$ cat config.mk
export PLATFORM = sky130hd
export DESIGN_NAME = link_quality_hysteresis_unit
export DESIGN_NICKNAME = d
export VERILOG_FILES = /design/src/hdl/lqh_pkg.sv /design/src/hdl/link_quality_hysteresis_unit.sv
export SDC_FILE = /design/constraint.sdc
export NUM_CORES = 1
export LEC_CHECK = 0
export BUFFER_PORTS_ARGS = -buffer_cell sky130_fd_sc_hd__buf_2
export CORE_MARGIN = 2
export CORE_UTILIZATION = 60
export DETAILED_ROUTE_END_ITERATION = 12
export PLACE_DENSITY = 0.79
export SKIP_CTS_REPAIR_TIMING = 1
export SLEW_MARGIN = 20
export SYNTH_ARGS = -nofsm -noshare
export SYNTH_HDL_FRONTEND = slang
export SYNTH_SLANG_ARGS = --single-unit
export TNS_END_PERCENT = 1
$ cat constraint.sdc
create_clock -name clk -period 22.6 [get_ports clk]
set_clock_uncertainty 0.05 [all_clocks]
set_input_delay 4.52 -clock clk [delete_from_list [all_inputs] [get_ports clk]]
set_output_delay 4.52 -clock clk [all_outputs]
set_load 0.02 [all_outputs]
$ cat src/hdl/lqh_pkg.sv
// Shared types and constants for the link quality hysteresis unit.
// No dependencies; used by link_quality_hysteresis_unit and lqh_checker.
`timescale 1ns / 1ps

package lqh_pkg;

    localparam int TIME_BITS_DEFAULT = 24;

    localparam int LEVEL_BITS = 10;
    localparam logic [LEVEL_BITS-1:0] MAX_LEVEL = 10'd1000;

    localparam logic [LEVEL_BITS-1:0] ACCEPT_RESET = 10'd700;
    localparam logic [LEVEL_BITS-1:0] REJECT_RESET = 10'd300;
    localparam logic [LEVEL_BITS-1:0] AGING_RESET  = 10'd250;

    // The aging coefficient approximates aging/1000 in 24 fractional bits.
    // It never falls below the true value and exceeds it by less than 2 LSB,
    // which keeps floor(q * aging / 1000) exact for every 10-bit quality.
    localparam int COEF_FRAC   = 24;
    localparam int COEF_BITS   = 25;
    localparam int RECIP_SHIFT = 10;
    localparam int PROD_BITS   = LEVEL_BITS + COEF_BITS;
    localparam logic [COEF_BITS-1:0] AGE_RECIP = 25'd17179870;
    localparam logic [COEF_BITS-1:0] COEF_RESET = COEF_BITS'(
        ((64'(AGING_RESET) * 64'(AGE_RECIP)) >> RECIP_SHIFT) + 64'd1);

    localparam int ADDR_BITS = 4;
    localparam int DATA_BITS = 32;

    typedef enum logic [1:0] {
        KIND_HELLO = 2'd0,
        KIND_TICK  = 2'd1,
        KIND_ADD   = 2'd2
    } kind_t;

    typedef enum logic [1:0] {
        REG_ACCEPT = 2'd0,
        REG_REJECT = 2'd1,
        REG_AGING  = 2'd2
    } reg_index_t;

endpackage

$ cat src/hdl/link_quality_hysteresis_unit.sv
// A request is registered in the input stage and its result in the result stage.
// Throughput: one request per cycle while the result side does not stall; the link
// state loop (one 10x25 multiply by the registered aging coefficient, a subtract and
// the level compares) is combinational. Reset: rst_n clears the link state to a pending
// link with stopped timer and loads the level registers with 700, 300 and 250; a
// link-added request restores that link state. Depends on lqh_pkg.
`timescale 1ns / 1ps

module link_quality_hysteresis_unit #(
    parameter int TIME_BITS = lqh_pkg::TIME_BITS_DEFAULT
) (
    input  logic                                clk,
    input  logic                                rst_n,
    // request channel
    input  logic                                in_valid,
    output logic                                in_stall,
    input  logic [1:0]                          kind,
    input  logic [TIME_BITS-1:0]                hello_interval,
    input  logic [TIME_BITS-1:0]                validity_time,
    // result channel
    output logic                                out_valid,
    input  logic                                out_stall,
    output logic [lqh_pkg::LEVEL_BITS-1:0]      quality,
    output logic                                link_pending,
    output logic                                is_lost,
    output logic                                status_changed,
    output logic                                hello_missed,
    // configuration port
    input  logic                                psel,
    input  logic                                penable,
    input  logic                                pwrite,
    input  logic [lqh_pkg::ADDR_BITS-1:0]       paddr,
    input  logic [lqh_pkg::DATA_BITS-1:0]       pwdata,
    output logic [lqh_pkg::DATA_BITS-1:0]       prdata,
    output logic                                pready
);

    localparam int LB = lqh_pkg::LEVEL_BITS;
    localparam int CB = TIME_BITS + 1;

    // configuration registers
    logic [LB-1:0] accept_reg;
    logic [LB-1:0] reject_reg;
    logic [LB-1:0] aging_reg;
    logic [lqh_pkg::COEF_BITS-1:0] coef_reg;
    logic [lqh_pkg::COEF_BITS-1:0] coef_next;
    logic [LB-1:0] w_sat;
    logic [LB-1:0] w_new;
    logic          cfg_write;
    logic [1:0]    cfg_index;

    // input stage
    logic                 in_v_reg;
    logic [1:0]           kind_reg;
    logic [TIME_BITS-1:0] itv_reg;
    logic [TIME_BITS-1:0] vt_reg;
    logic                 accept_in;
    logic                 advance;
    logic                 fire;

    // link state
    logic [LB-1:0]        quality_reg;
    logic [LB-1:0]        quality_next;
    logic                 pending_reg;
    logic                 pending_next;
    logic                 lost_reg;
    logic                 lost_next;
    logic [TIME_BITS-1:0] stored_reg;
    logic [TIME_BITS-1:0] stored_next;
    logic [CB-1:0]        count_reg;
    logic [CB-1:0]        count_next;

    // result stage
    logic          out_v_reg;
    logic [LB-1:0] res_quality_reg;
    logic          res_pending_reg;
    logic          res_lost_reg;
    logic          res_changed_reg;
    logic          res_changed_next;
    logic          res_missed_reg;
    logic          res_missed_next;

    // aging datapath
    logic [lqh_pkg::PROD_BITS-1:0] decay_prod;
    logic [LB-1:0]                 decay;
    logic [LB-1:0]                 aged_q;
    logic [LB:0]                   gained_q;
    logic [TIME_BITS-1:0]          reload;
    logic [CB-1:0]                 count_dec;
    logic                          do_age;
    logic                          age_hello;
    logic [LB-1:0]                 age_q;
    logic                          link_up;

    // ---------------------------------------------------------------- config
    assign pready    = 1'b1;
    assign cfg_write = psel && penable && pwrite && pready;
    assign cfg_index = paddr[3:2];

    always_ff @(posedge clk or negedge rst_n)
    begin
        if (!rst_n)
        begin
            accept_reg <= lqh_pkg::ACCEPT_RESET;
            reject_reg <= lqh_pkg::REJECT_RESET;
            aging_reg  <= lqh_pkg::AGING_RESET;
            coef_reg   <= lqh_pkg::COEF_RESET;
        end
        else
        begin
            if (cfg_write)
            begin
                unique case (cfg_index)
                    lqh_pkg::REG_ACCEPT: accept_reg <= pwdata[LB-1:0];
                    lqh_pkg::REG_REJECT: reject_reg <= pwdata[LB-1:0];
                    lqh_pkg::REG_AGING:
                    begin
                        aging_reg <= pwdata[LB-1:0];
                        coef_reg  <= coef_next;
                    end
                    default:             ;
                endcase
            end
        end
    end

    always_comb
    begin
        unique case (cfg_index)
            lqh_pkg::REG_ACCEPT: prdata = lqh_pkg::DATA_BITS'(accept_reg);
            lqh_pkg::REG_REJECT: prdata = lqh_pkg::DATA_BITS'(reject_reg);
            lqh_pkg::REG_AGING:  prdata = lqh_pkg::DATA_BITS'(aging_reg);
            default:             prdata = '0;
        endcase
    end

    // The aging coefficient is computed from the written value and loaded at the same
    // edge as the aging register, so the two never disagree.
    assign w_sat = (aging_reg > lqh_pkg::MAX_LEVEL) ? lqh_pkg::MAX_LEVEL : aging_reg;
    assign w_new = (pwdata[LB-1:0] > lqh_pkg::MAX_LEVEL) ? lqh_pkg::MAX_LEVEL
                                                          : pwdata[LB-1:0];
    assign coef_next = lqh_pkg::COEF_BITS'(
        ((lqh_pkg::PROD_BITS'(w_new) * lqh_pkg::PROD_BITS'(lqh_pkg::AGE_RECIP))
         >> lqh_pkg::RECIP_SHIFT) + lqh_pkg::PROD_BITS'(1));

    // ------------------------------------------------------------- handshake
    assign advance   = !out_v_reg || !out_stall;
    assign fire      = in_v_reg && advance;
    assign in_stall  = in_v_reg && !advance;
    assign accept_in = in_valid && !in_stall;

    always_ff @(posedge clk or negedge rst_n)
    begin
        if (!rst_n)
        begin
            in_v_reg  <= 1'b0;
            out_v_reg <= 1'b0;
        end
        else
        begin
            if (accept_in)
            begin
                in_v_reg <= 1'b1;
            end
            else if (fire)
            begin
                in_v_reg <= 1'b0;
            end
            if (fire)
            begin
                out_v_reg <= 1'b1;
            end
            else if (!out_stall)
            begin
                out_v_reg <= 1'b0;
            end
        end
    end

    always_ff @(posedge clk)
    begin
        if (accept_in)
        begin
            kind_reg <= kind;
            itv_reg  <= hello_interval;
            vt_reg   <= validity_time;
        end
    end

    // --------------------------------------------------------------- datapath
    // q * (1000 - w) / 1000 rounded up equals q - floor(q * w / 1000).
    assign decay_prod = lqh_pkg::PROD_BITS'(quality_reg) * lqh_pkg::PROD_BITS'(coef_reg);
    assign decay      = decay_prod[lqh_pkg::COEF_FRAC+LB-1:lqh_pkg::COEF_FRAC];
    assign aged_q     = quality_reg - decay;
    assign gained_q   = {1'b0, aged_q} + {1'b0, w_sat};
    assign age_q      = age_hello ? gained_q[LB-1:0] : aged_q;
    assign link_up    = !pending_reg && !lost_reg;

    assign reload    = (itv_reg != '0) ? itv_reg : vt_reg;
    assign count_dec = count_reg - CB'(1);

    always_comb
    begin
        stored_next      = stored_reg;
        count_next       = count_reg;
        do_age           = 1'b0;
        age_hello        = 1'b0;
        res_missed_next  = 1'b0;
        unique case (kind_reg)
            lqh_pkg::KIND_HELLO:
            begin
                do_age      = 1'b1;
                age_hello   = 1'b1;
                stored_next = reload;
                count_next  = {1'b0, reload} + {2'b00, reload[TIME_BITS-1:1]};
            end
            lqh_pkg::KIND_TICK:
            begin
                if (count_reg != '0)
                begin
                    count_next = count_dec;
                    if (count_dec == '0)
                    begin
                        do_age          = 1'b1;
                        res_missed_next = 1'b1;
                        count_next      = {1'b0, stored_reg};
                    end
                end
            end
            lqh_pkg::KIND_ADD:
            begin
                stored_next = '0;
                count_next  = '0;
            end
            default:
            begin
            end
        endcase
    end

    always_comb
    begin
        quality_next     = quality_reg;
        pending_next     = pending_reg;
        lost_next        = lost_reg;
        res_changed_next = 1'b0;
        if (kind_reg == lqh_pkg::KIND_ADD)
        begin
            quality_next = '0;
            pending_next = 1'b1;
            lost_next    = 1'b0;
        end
        else if (do_age)
        begin
            quality_next = age_q;
            if (link_up)
            begin
                if (age_q < reject_reg)
                begin
                    lost_next        = 1'b1;
                    res_changed_next = 1'b1;
                end
            end
            else if (age_q > accept_reg)
            begin
                pending_next     = 1'b0;
                lost_next        = 1'b0;
                res_changed_next = 1'b1;
            end
        end
    end

    always_ff @(posedge clk or negedge rst_n)
    begin
        if (!rst_n)
        begin
            quality_reg <= '0;
            pending_reg <= 1'b1;
            lost_reg    <= 1'b0;
            stored_reg  <= '0;
            count_reg   <= '0;
        end
        else if (fire)
        begin
            quality_reg <= quality_next;
            pending_reg <= pending_next;
            lost_reg    <= lost_next;
            stored_reg  <= stored_next;
            count_reg   <= count_next;
        end
    end

    always_ff @(posedge clk)
    begin
        if (fire)
        begin
            res_quality_reg <= quality_next;
            res_pending_reg <= pending_next;
            res_lost_reg    <= lost_next;
            res_changed_reg <= res_changed_next;
            res_missed_reg  <= res_missed_next;
        end
    end

    assign out_valid      = out_v_reg;
    assign quality        = res_quality_reg;
    assign link_pending   = res_pending_reg;
    assign is_lost        = res_lost_reg;
    assign status_changed = res_changed_reg;
    assign hello_missed   = res_missed_reg;

endmodule

==> summary.md, run 1 <==
| Metric | Value |
|---|---|
| Share of layout cells above drive strength 1 | 8.76% |
| Fin Setup TNS | 0 ps |
| Most common cell after layout, fill and taps aside | nand2_1 |
| Width of the die | approximately 200 µm |
| Final RePlAce weighted congestion | roughly 0.9 |
| Leading cell types in the layout, fill and taps excluded | nand2_1, inv_1, ha_1, fa_1, o21ai_0 |
| Unique masters post-synth | slightly above 90 |
| Number of global-route vias before repair | 18029 |
| Worst rel slew slack | just under 30% |
| Setup violators final | 0 |
| Worst Reg-to-Reg Cells | 37 |
| Clk pin slew, worst setup/hold paths | about 80 ps |
| Cts bufs inserted | 17 |
| Startpoint Class | input port |
| CP Capture Type | flop |
| RR Startpoint | quality_reg[2] |
| WS Path Type | in -> reg |
| Worst-Margin Slew | 1060 ps |
| Outcome | finished clean |
| Ant diodes | 0 |
| Grt ovf | 0 |
| Place WS | approximately 11000 ps |
| Area delta synth->final | 5.56% |
| Clk_lat worst skew | about 450 ps |
| # nets final | just over 3000 |
| First-pass GRT wire length | between 90000 and 100000 µm |
| Non-Filler Instances | approximately 3000 |
| Drt wl/cell | roughly 18 µm |
| Full die area | between 30000 and 40000 µm² |
| Max-slew violations | 0 |
| IO buf count | 94 |
| Final min period | 11760 ps |
| Starting Density | 60.8% |
| Post-synthesis sequential area ratio | roughly 22% |
| DR vias | between 15000 and 20000 |
| Longest Clk Path Bufs | 2 |
| I/O Pins | 142 |
| Worst hold path depth | 2 |
| Dpl cells | about 2900 |
| Drt total wl | between 50000 and 60000 µm |
| Htree depth | 4 |
| Drt pass-1 iters | 7 |
| Final hold violation count | 0 |
| Iter 0 DRT Violations | approximately 1500 |
| Max-Cap Viols | 0 |
| Hold path startpoint | aging_reg[1] |
| Clock Sinks | ~180 |
| Dominant synthesized flop cell | dfrtp_1 |
| Multi-input logic area | 15600 µm² |
| Rows | 70 |
| Final period util | ~52% |
| Reg area | around 4900 µm² |
| Post-route ant nets | 0 |
| Largest net degree at the start of global routing | 72 |
| Die height | between 150 and 200 µm |
| RR Endpoint | link_pending |
| RSZ-0062 raised after global routing | false |
| Final WS setup | about 11000 ps |
| Placeable Area | 36500 µm² |
| Worst Path Required | approximately 23000 ps |
| Total track usage | 29.6% |
| Fmax | roughly 85 MHz |
| Ys Warns | 0 |
| Hold WC Path Type | reg -> reg |
| CTS tree | done |
| CP arrival | between 10000 and 15000 ps |
| Reg-to-reg slack, setup | roughly 12000 ps |
| FILL cells | approximately 3000 |
| Hold Path Sink | aging_reg[1] |
| Detail Placement HPWL | 41900 µm |
| Post-synthesis area per instance | 8.94 µm² |
| Async S/R FF share, synth | 64.8% |
| Largest fanout on the critical path | 8 |
| Mapped Cells | 2486 |
| Synthesized flop and latch total | 182 |
| Number of flops mapped to enable cells by yosys | 64 |
| Initial antenna violation count | 0 |
| DR vias/cell | around 5.9 |
| Clock root cell | clkbuf_16 |
| Post-Synthesis Cell Area | about 22000 µm² |
| DR DRC count | 0 |
[per-stage QoR]
stage	utilization [%]	hold WS, ps	area [µm²]
3_3_place_gp	62.6	411	22900
4_1_cts	64.2	436	23500
5_1_grt	64.2	452	23500
6_report	64.2	436	23500
3_5_place_dp	62.6	421	22900
2_1_floorplan	-	400	22300
[worst max-delay path by stage]
| stage | from | endpoint | slack, ps | cells after the start |
|---|---|---|---|---|
| 2_1_floorplan | pwdata[8] | coef_reg[23] | 11580 | 22 |
| 3_3_place_gp | pwdata[8] | coef_reg[24] | 10600 | 23 |
| 3_5_place_dp | pwdata[8] | coef_reg[24] | 10510 | 23 |
| 4_1_cts | pwdata[8] | coef_reg[24] | 10930 | 23 |
| 5_1_grt | pwdata[8] | coef_reg[19] | 10340 | 23 |
| 6_report | pwdata[8] | coef_reg[24] | 10840 | 23 |
[synth_stat cells (10+ instances only)]
cell type,instances,area (µm²)
a211oi_1,15,113
xor2_1,42,368
nand3_1,35,175
o21bai_1,11,82.6
nor3_1,25,125
o21a_1,11,82.6
clkbuf_1,108,405
dfstp_2,19,499
and4_1,10,87.6
o21ai_0,144,721
nor2_1,88,330
nand2b_1,18,113
fa_1,230,4600
a21o_1,55,413
a31oi_1,20,125
nor2b_1,14,87.6
o31ai_1,11,82.6
xnor2_1,49,429
and2_1,133,832
buf_4,25,188
edfxtp_1,64,1920
nand4_1,17,106
a22oi_1,10,75.1
and3_1,11,68.8
or3_1,18,113
nand2_1,367,1380
mux2i_1,16,160
ha_1,235,2940
dfrtp_1,99,2480
inv_1,318,1190
nor4_1,12,75.1
a21oi_1,111,556
[per-layer routing]
layer	global-route usage [%]	wire, µm
met1	42.9	24400
met3	4.18	4280
met2	47.1	25100
met5	0	0
met4	7.69	980
[critical path, cell delays in order]
cell and delay, ps:
buf_2 160, ha_1 280, and3_2 280, o21ai_1 280, nand2b_1 420, fa_1 670, fa_1 440, fa_1 530
inv_1 60, fa_1 480, inv_1 50, fa_1 430, ha_1 410, nand3_1 160, a31oi_1 360, and2_1 210
nor3_1 60, or4_4 530, nor4_4 420, and4_1 420, nand4_4 180, or4_1 510, a31oi_1 180
[area by class of cell]
| type | count | area share, % |
|---|---|---|
| Clock buffer | 17 | 1.81 |
| Clock inverter | 15 | 0.736 |
| Inverter | 319 | 5.10 |
| Multi-Input combinational cell | 1863 | 66.3 |
| Sequential cell | 182 | 20.9 |
| Tap cell | 468 | 2.50 |
| Timing Repair Buffer | 114 | 2.66 |
[cells by family (layout without fill, tap and decap cells)]
logic type | after synthesis | after routing | share of synthesized area [%]
simple gates | 796 | 796 | 17.6
fa+ha+maj | 465 | 465 | 34.0
compound gates | 462 | 462 | 13.1
buf+inv | 462 | 465 | 8.36
flops | 182 | 182 | 22.0
xor+xnor | 92 | 92 | 3.69
mux | 25 | 25 | 1.18
other cells | 2 | 23 | 0.0338
Power of run 1 is left out: the tool's default activity adds up to more than one toggle a clock period on the data nets, which glitch-free logic cannot reach.
==> run 2: changes to the inputs <==
- clock period: 22.6 -> 12.04 ns (I/O delays scaled with it)
==> run 2 against run 1 <==
  * Register-to-register slack got worse by 10000 ps
  * Sequential share of layout area about the same
  * Highest routed layer unchanged
  * Die area did not move
  * Via count grew 0.33%
  * Worst setup slack worse by 9600 ps
  * Largest cell class unchanged
  * Sequential cell count unchanged
  * Clock-buffer cell count grew 2
  * Global-route usage about the same
  * Cell count hardly changed
  * Hold slack better by 5.6 ps
  * Critical path depth rose by 13
==> summary.md, run 2 (same netlist as run 1, synthesis figures left out) <==
| Metric | Value |
|---|---|
| CP max-delay cell | dfrtp_1 |
| Drt wl/cell | 18.5 µm (+0.66%) |
| Final min period | roughly 11000 ps |
| Die height | 196 µm (unchanged) |
| Grt ovf | 0 (unchanged) |
| CP arrival | 10920 ps (-1140 ps) |
| Drt pass-1 iters | 6 (-1) |
| Worst Path Required | 12190 ps (-10720 ps) |
| Met2 usage | 48.1% (+1.1 points) |
| WS Path Type | reg -> reg |
| Worst-Margin Slew | 1060 ps (+8.16 ps) |
| DR DRC count | 0 (unchanged) |
| CP top delay family | adder cells |
| Setup violators final | 0 (unchanged) |
| DR vias/cell | 5.96 (+0.26%) |
| Max-Cap Viols | 0 (unchanged) |
| CP Capture Type | flop |
| Utilization after layout | 64.4% (+0.15 points) |
| Most common cell after layout, fill and taps aside | nand2_1 |
| Leading cell types in the layout, fill and taps excluded | nand2_1, inv_1, ha_1, fa_1, o21ai_0 |
| Number of global-route vias before repair | 18027 (-0.011%) |
| Busiest grt layer | met2 |
| Clk_lat worst skew | 450 ps (about the same) |
| First-pass GRT wire length | 91300 µm (about the same) |
| Worst hold path depth | 2 (unchanged) |
| Clock root cell | clkbuf_16 |
| IO buf count | 94 (unchanged) |
| I/O Pins | 142 (unchanged) |
| Total track usage | 29.6% (about the same) |
| Worst Reg-to-Reg Cells | 36 (-2.7%) |
| Fin Setup TNS | 0 ps (unchanged) |
| Htree depth | 4 (unchanged) |
| Largest net degree at the start of global routing | 78 (+8.3%) |
| Final period util | between 80% and 90% |
| Post-route ant nets | 0 (unchanged) |
| Hold WC Path Type | reg -> reg |
| Largest fanout on the critical path | 16 (+8) |
| Fmax | ~93 MHz |
| Detail Placement HPWL | 42700 µm (+2.1%) |
| Starting Density | 60.8% (unchanged) |
| Startpoint Class | flop |
| Share of layout cells above drive strength 1 | 8.80% (+0.033 points) |
| Final RePlAce weighted congestion | 0.959 (+3.8%) |
| GR Util met1 | 42.0% (-0.87 points) |
| Cts bufs inserted | 17 (unchanged) |
| Full die area | 38600 µm² (unchanged) |
| Initial antenna violation count | 0 (unchanged) |
| Path length in cells of the critical path | 36 (+57%) |
| DR vias | 17750 (+0.33%) |
| Multi-input logic area | 15600 µm² (about the same) |
| Area delta synth->final | 5.81% |
| Outcome | finished clean |
| Rows | 70 (unchanged) |
| Placeable Area | 36500 µm² (unchanged) |
| Clk pin slew, worst setup/hold paths | 80 ps (about the same) |
| Iter 0 DRT Violations | 1600 (+7.4%) |
| Routing usage on met3 | 4.52% (+0.34 points) |
| # nets final | 3057 (+0.065%) |
| Most frequent CP cell | fa_1 |
| RSZ-0062 raised after global routing | false |
| Longest Clk Path Bufs | 2 (unchanged) |
| Drt total wl | 55100 µm (+0.73%) |
| Worst rel slew slack | 29.0% (-0.54 points) |
| Max-slew violations | 0 (unchanged) |
| Width of the die | 196 µm (unchanged) |
| CTS tree | done |
| Ant diodes | 0 (unchanged) |
| CP max stage delay | 680 ps (about the same) |
| Final hold violation count | 0 (unchanged) |
| Reg area | 4900 µm² (unchanged) |
| CP bufs+invs | 3 (unchanged) |
| Clock Sinks | 182 (unchanged) |
| FILL cells | 2971 (+0.30%) |
[run 2: cell count changes in the layout (fill, tap and decap cells not counted), sizes merged]
cell,previous run,this run
clkinv,6,7
buf,114,116
bufinv,0,1
clkinvlp,2,0
inv,326,324
clkbuf,17,19
[run 2: worst paths after layout]
| path | from | slack [ps] | to |
|---|---|---|---|
| min in group asynchronous | rst_n | 1940 | stored_reg[11] |
| worst min-delay path | stored_reg[20] | 440 | stored_reg[20] |
| max in group asynchronous | rst_n | 8910 | quality_reg[1] |
| worst min register to register | stored_reg[20] | 440 | stored_reg[20] |
| worst max-delay path | quality_reg[6] | 1260 | link_pending |
| worst max register to register | quality_reg[6] | 1260 | link_pending |
[run 2: worst register-to-register path: cells and delay by family (launching register included)]
family / cells / cell delay [ps]
adders and majority gates: 9 / 3760
AOI/OAI and AO/OA: 16 / 3540
xor gates and xnor gates: 4 / 1200
and+or+nand+nor: 4 / 850
DFF: 1 / 680
buffers and inverters: 3 / 430
[run 2: cell type report]
| class | instances | area share [%] |
|---|---|---|
| tap | 468 | 2.49 |
| clock inverter | 13 | 0.766 |
| sequential | 182 | 20.8 |
| inverter | 319 | 5.09 |
| clock buffer | 19 | 1.93 |
| multi-input combinational | 1863 | 66.2 |
| timing repair buffer | 116 | 2.73 |
[run 2: routing by layer]
layer	vias up	wire [µm]
met5	-	0
met4	0	902
met3	76	4340
met2	754	25700
met1	8687	24200
li1	8233	-
[run 2: metrics by stage]
stage	cell area (µm²)	hold WS [ps]	setup slack (ps)	std cells
4_1_cts	23500	439	1490	2980
3_5_place_dp	22900	421	1540	2948
6_report	23500	441	1260	2980
3_3_place_gp	22900	412	1690	2948
2_1_floorplan	22300	400	2770	2507
5_1_grt	23500	462	800	2980
Power of run 2 is left out for the same reason.
==> run 3: changes to the inputs <==
- CTS_BUF_LIST: default -> sky130_fd_sc_hd__clkbuf_4 sky130_fd_sc_hd__clkbuf_8 sky130_fd_sc_hd__clkbuf_16
==> run 3 against run 2 <==
  * Sequential cell count did not move
  * Worst setup slack improved by 64 ps
  * Non-clock buffer count did not move
  * Maximum frequency rose by 0.60%
  * Wire length barely moved
  * Design area barely moved
  * Core utilization barely moved
  * Register-to-register slack improved by 60 ps
  * Via count barely moved
  * Sequential share of layout area barely moved
  * Critical path type unchanged
  * Highest routed layer unchanged
==> summary.md, run 3 (same netlist as run 1, synthesis figures left out) <==
| Metric | Value |
|---|---|
| Final WS setup | 1330 ps (+64.2 ps) |
| Total track usage | 29.6% (unchanged) |
| Setup violators final | 0 (unchanged) |
| Clk_lat worst skew | 450 ps (about the same) |
| Final min period | 10710 ps (-64.2 ps) |
| CP Capture Type | flop |
| Drt total wl | 55100 µm (about the same) |
| Multi-input logic area | 15600 µm² (unchanged) |
| WS Path Type | reg -> reg |
| First-pass GRT wire length | 91300 µm (about the same) |
| Busiest grt layer | met2 |
| Max-slew violations | 0 (unchanged) |
| Full die area | 38600 µm² (unchanged) |
| Place WS | 1540 ps (unchanged) |
| DR vias | 17744 (-0.034%) |
| Worst-Margin Slew | 1040 ps (-29.2 ps) |
| CP arrival | 10860 ps (-60 ps) |
| GR Util met1 | 41.9% (-0.068 points) |
| Routing usage on met3 | 4.52% (unchanged) |
| Ant diodes | 0 (unchanged) |
| Longest Clk Path Bufs | 2 (unchanged) |
| Most frequent CP cell | fa_1 |
| Worst Path Required | 12190 ps (about the same) |
| DR DRC count | 0 (unchanged) |
| I/O Pins | 142 (unchanged) |
| Starting Density | 60.8% (unchanged) |
| Fin Setup TNS | 0 ps (unchanged) |
| Rows | 70 (unchanged) |
| # nets final | 3057 (unchanged) |
| Width of the die | 196 µm (unchanged) |
| Number of global-route vias before repair | 18038 (+0.061%) |
| Fmax | 93.4 MHz (+0.60%) |
| Startpoint Class | flop |
| Grt ovf | 0 (unchanged) |
| CP max-delay cell | dfrtp_1 |
| Leading cell types in the layout, fill and taps excluded | nand2_1, inv_1, ha_1, fa_1, o21ai_0 |
| CP max stage delay | 670 ps (about the same) |
| Largest net degree at the start of global routing | 78 (unchanged) |
| Clock root cell | clkbuf_16 |
| Die height | 196 µm (unchanged) |
| Worst rel slew slack | 30.8% (+1.8 points) |
| Hold WC Path Type | reg -> reg |
| Reg area | 4900 µm² (unchanged) |
| Detail Placement HPWL | 42700 µm (unchanged) |
| Area after DPL | 22900 µm² (unchanged) |
| Max-Cap Viols | 0 (unchanged) |
| Drt wl/cell | 18.5 µm (about the same) |
| Outcome | finished clean |
| Post-route ant nets | 0 (unchanged) |
| Hold Worst Slack | 435 ps (-6.27 ps) |
| DR vias/cell | 5.95 (about the same) |
| RSZ-0062 raised after global routing | false |
| Largest fanout on the critical path | 16 (unchanged) |
| Placeable Area | 36500 µm² (unchanged) |
| CTS tree | done |
| Clk pin slew, worst setup/hold paths | 70 ps (about the same) |
| Fin area | 23500 µm² (about the same) |
| Share of layout cells above drive strength 1 | 8.84% (+0.040 points) |
| Area delta synth->final | 5.83% (about the same) |
| Final hold violation count | 0 (unchanged) |
| Initial antenna violation count | 0 (unchanged) |
| Drt pass-1 iters | 5 (-1) |
| IO buf count | 94 (unchanged) |
| Final period util | 89.0% (-0.53 points) |
| Htree depth | 4 (unchanged) |
| FILL cells | 2973 (+0.067%) |
| Final RePlAce weighted congestion | 0.959 (unchanged) |
| Clock Sinks | 182 (unchanged) |
| Cts bufs inserted | 17 (unchanged) |
| Most common cell after layout, fill and taps aside | nand2_1 |
| Met2 usage | 48.2% (+0.079 points) |
| Iter 0 DRT Violations | 1537 (-3.9%) |
[run 3: cell type report]
cell class,instances,area share [%]
Tap cell,468,2.49
Sequential cell,182,20.8
Inverter,319,5.09
Multi-Input combinational cell,1863,66.1
Clock inverter,13,0.766
Timing Repair Buffer,116,2.73
Clock buffer,19,1.95
[run 3: critical path: cells and delay by family, from the launching register on]
kind                     cells  cell delay (ps)
AO/OA/AOI/OAI               16             3510
XOR/XNOR                     4             1190
adder cells (fa/ha/maj)      9             3760
buffers and inverters        3              430
flip-flops                   1              670
AND/OR/NAND/NOR              4              850
[run 3: worst paths after layout]
kind                                 from             end  slack, ps  depth (start not counted)
max                        quality_reg[6]    link_pending       1330                         36
min                        stored_reg[14]  stored_reg[14]        430                          2
max reg2reg                quality_reg[6]    link_pending       1330                         36
min reg2reg                stored_reg[14]  stored_reg[14]        430                          2
max in group asynchronous           rst_n  quality_reg[1]       8930                          2
min in group asynchronous           rst_n  stored_reg[11]       1930                          1
[run 3: stage by stage]
step | util (%) | instances
after floorplan | - | 2507
after global placement | 62.6 | 2948
after detailed placement | 62.6 | 2948
after CTS | 64.4 | 2980
after global routing | 64.4 | 2980
final | 64.4 | 2980
[run 3: routing by layer]
layer	up-vias	routed length, µm
met3	98	4390
met4	0	1050
met5	-	0
met2	778	25500
li1	8232	-
met1	8636	24200
Power of run 3 is left out for the same reason.
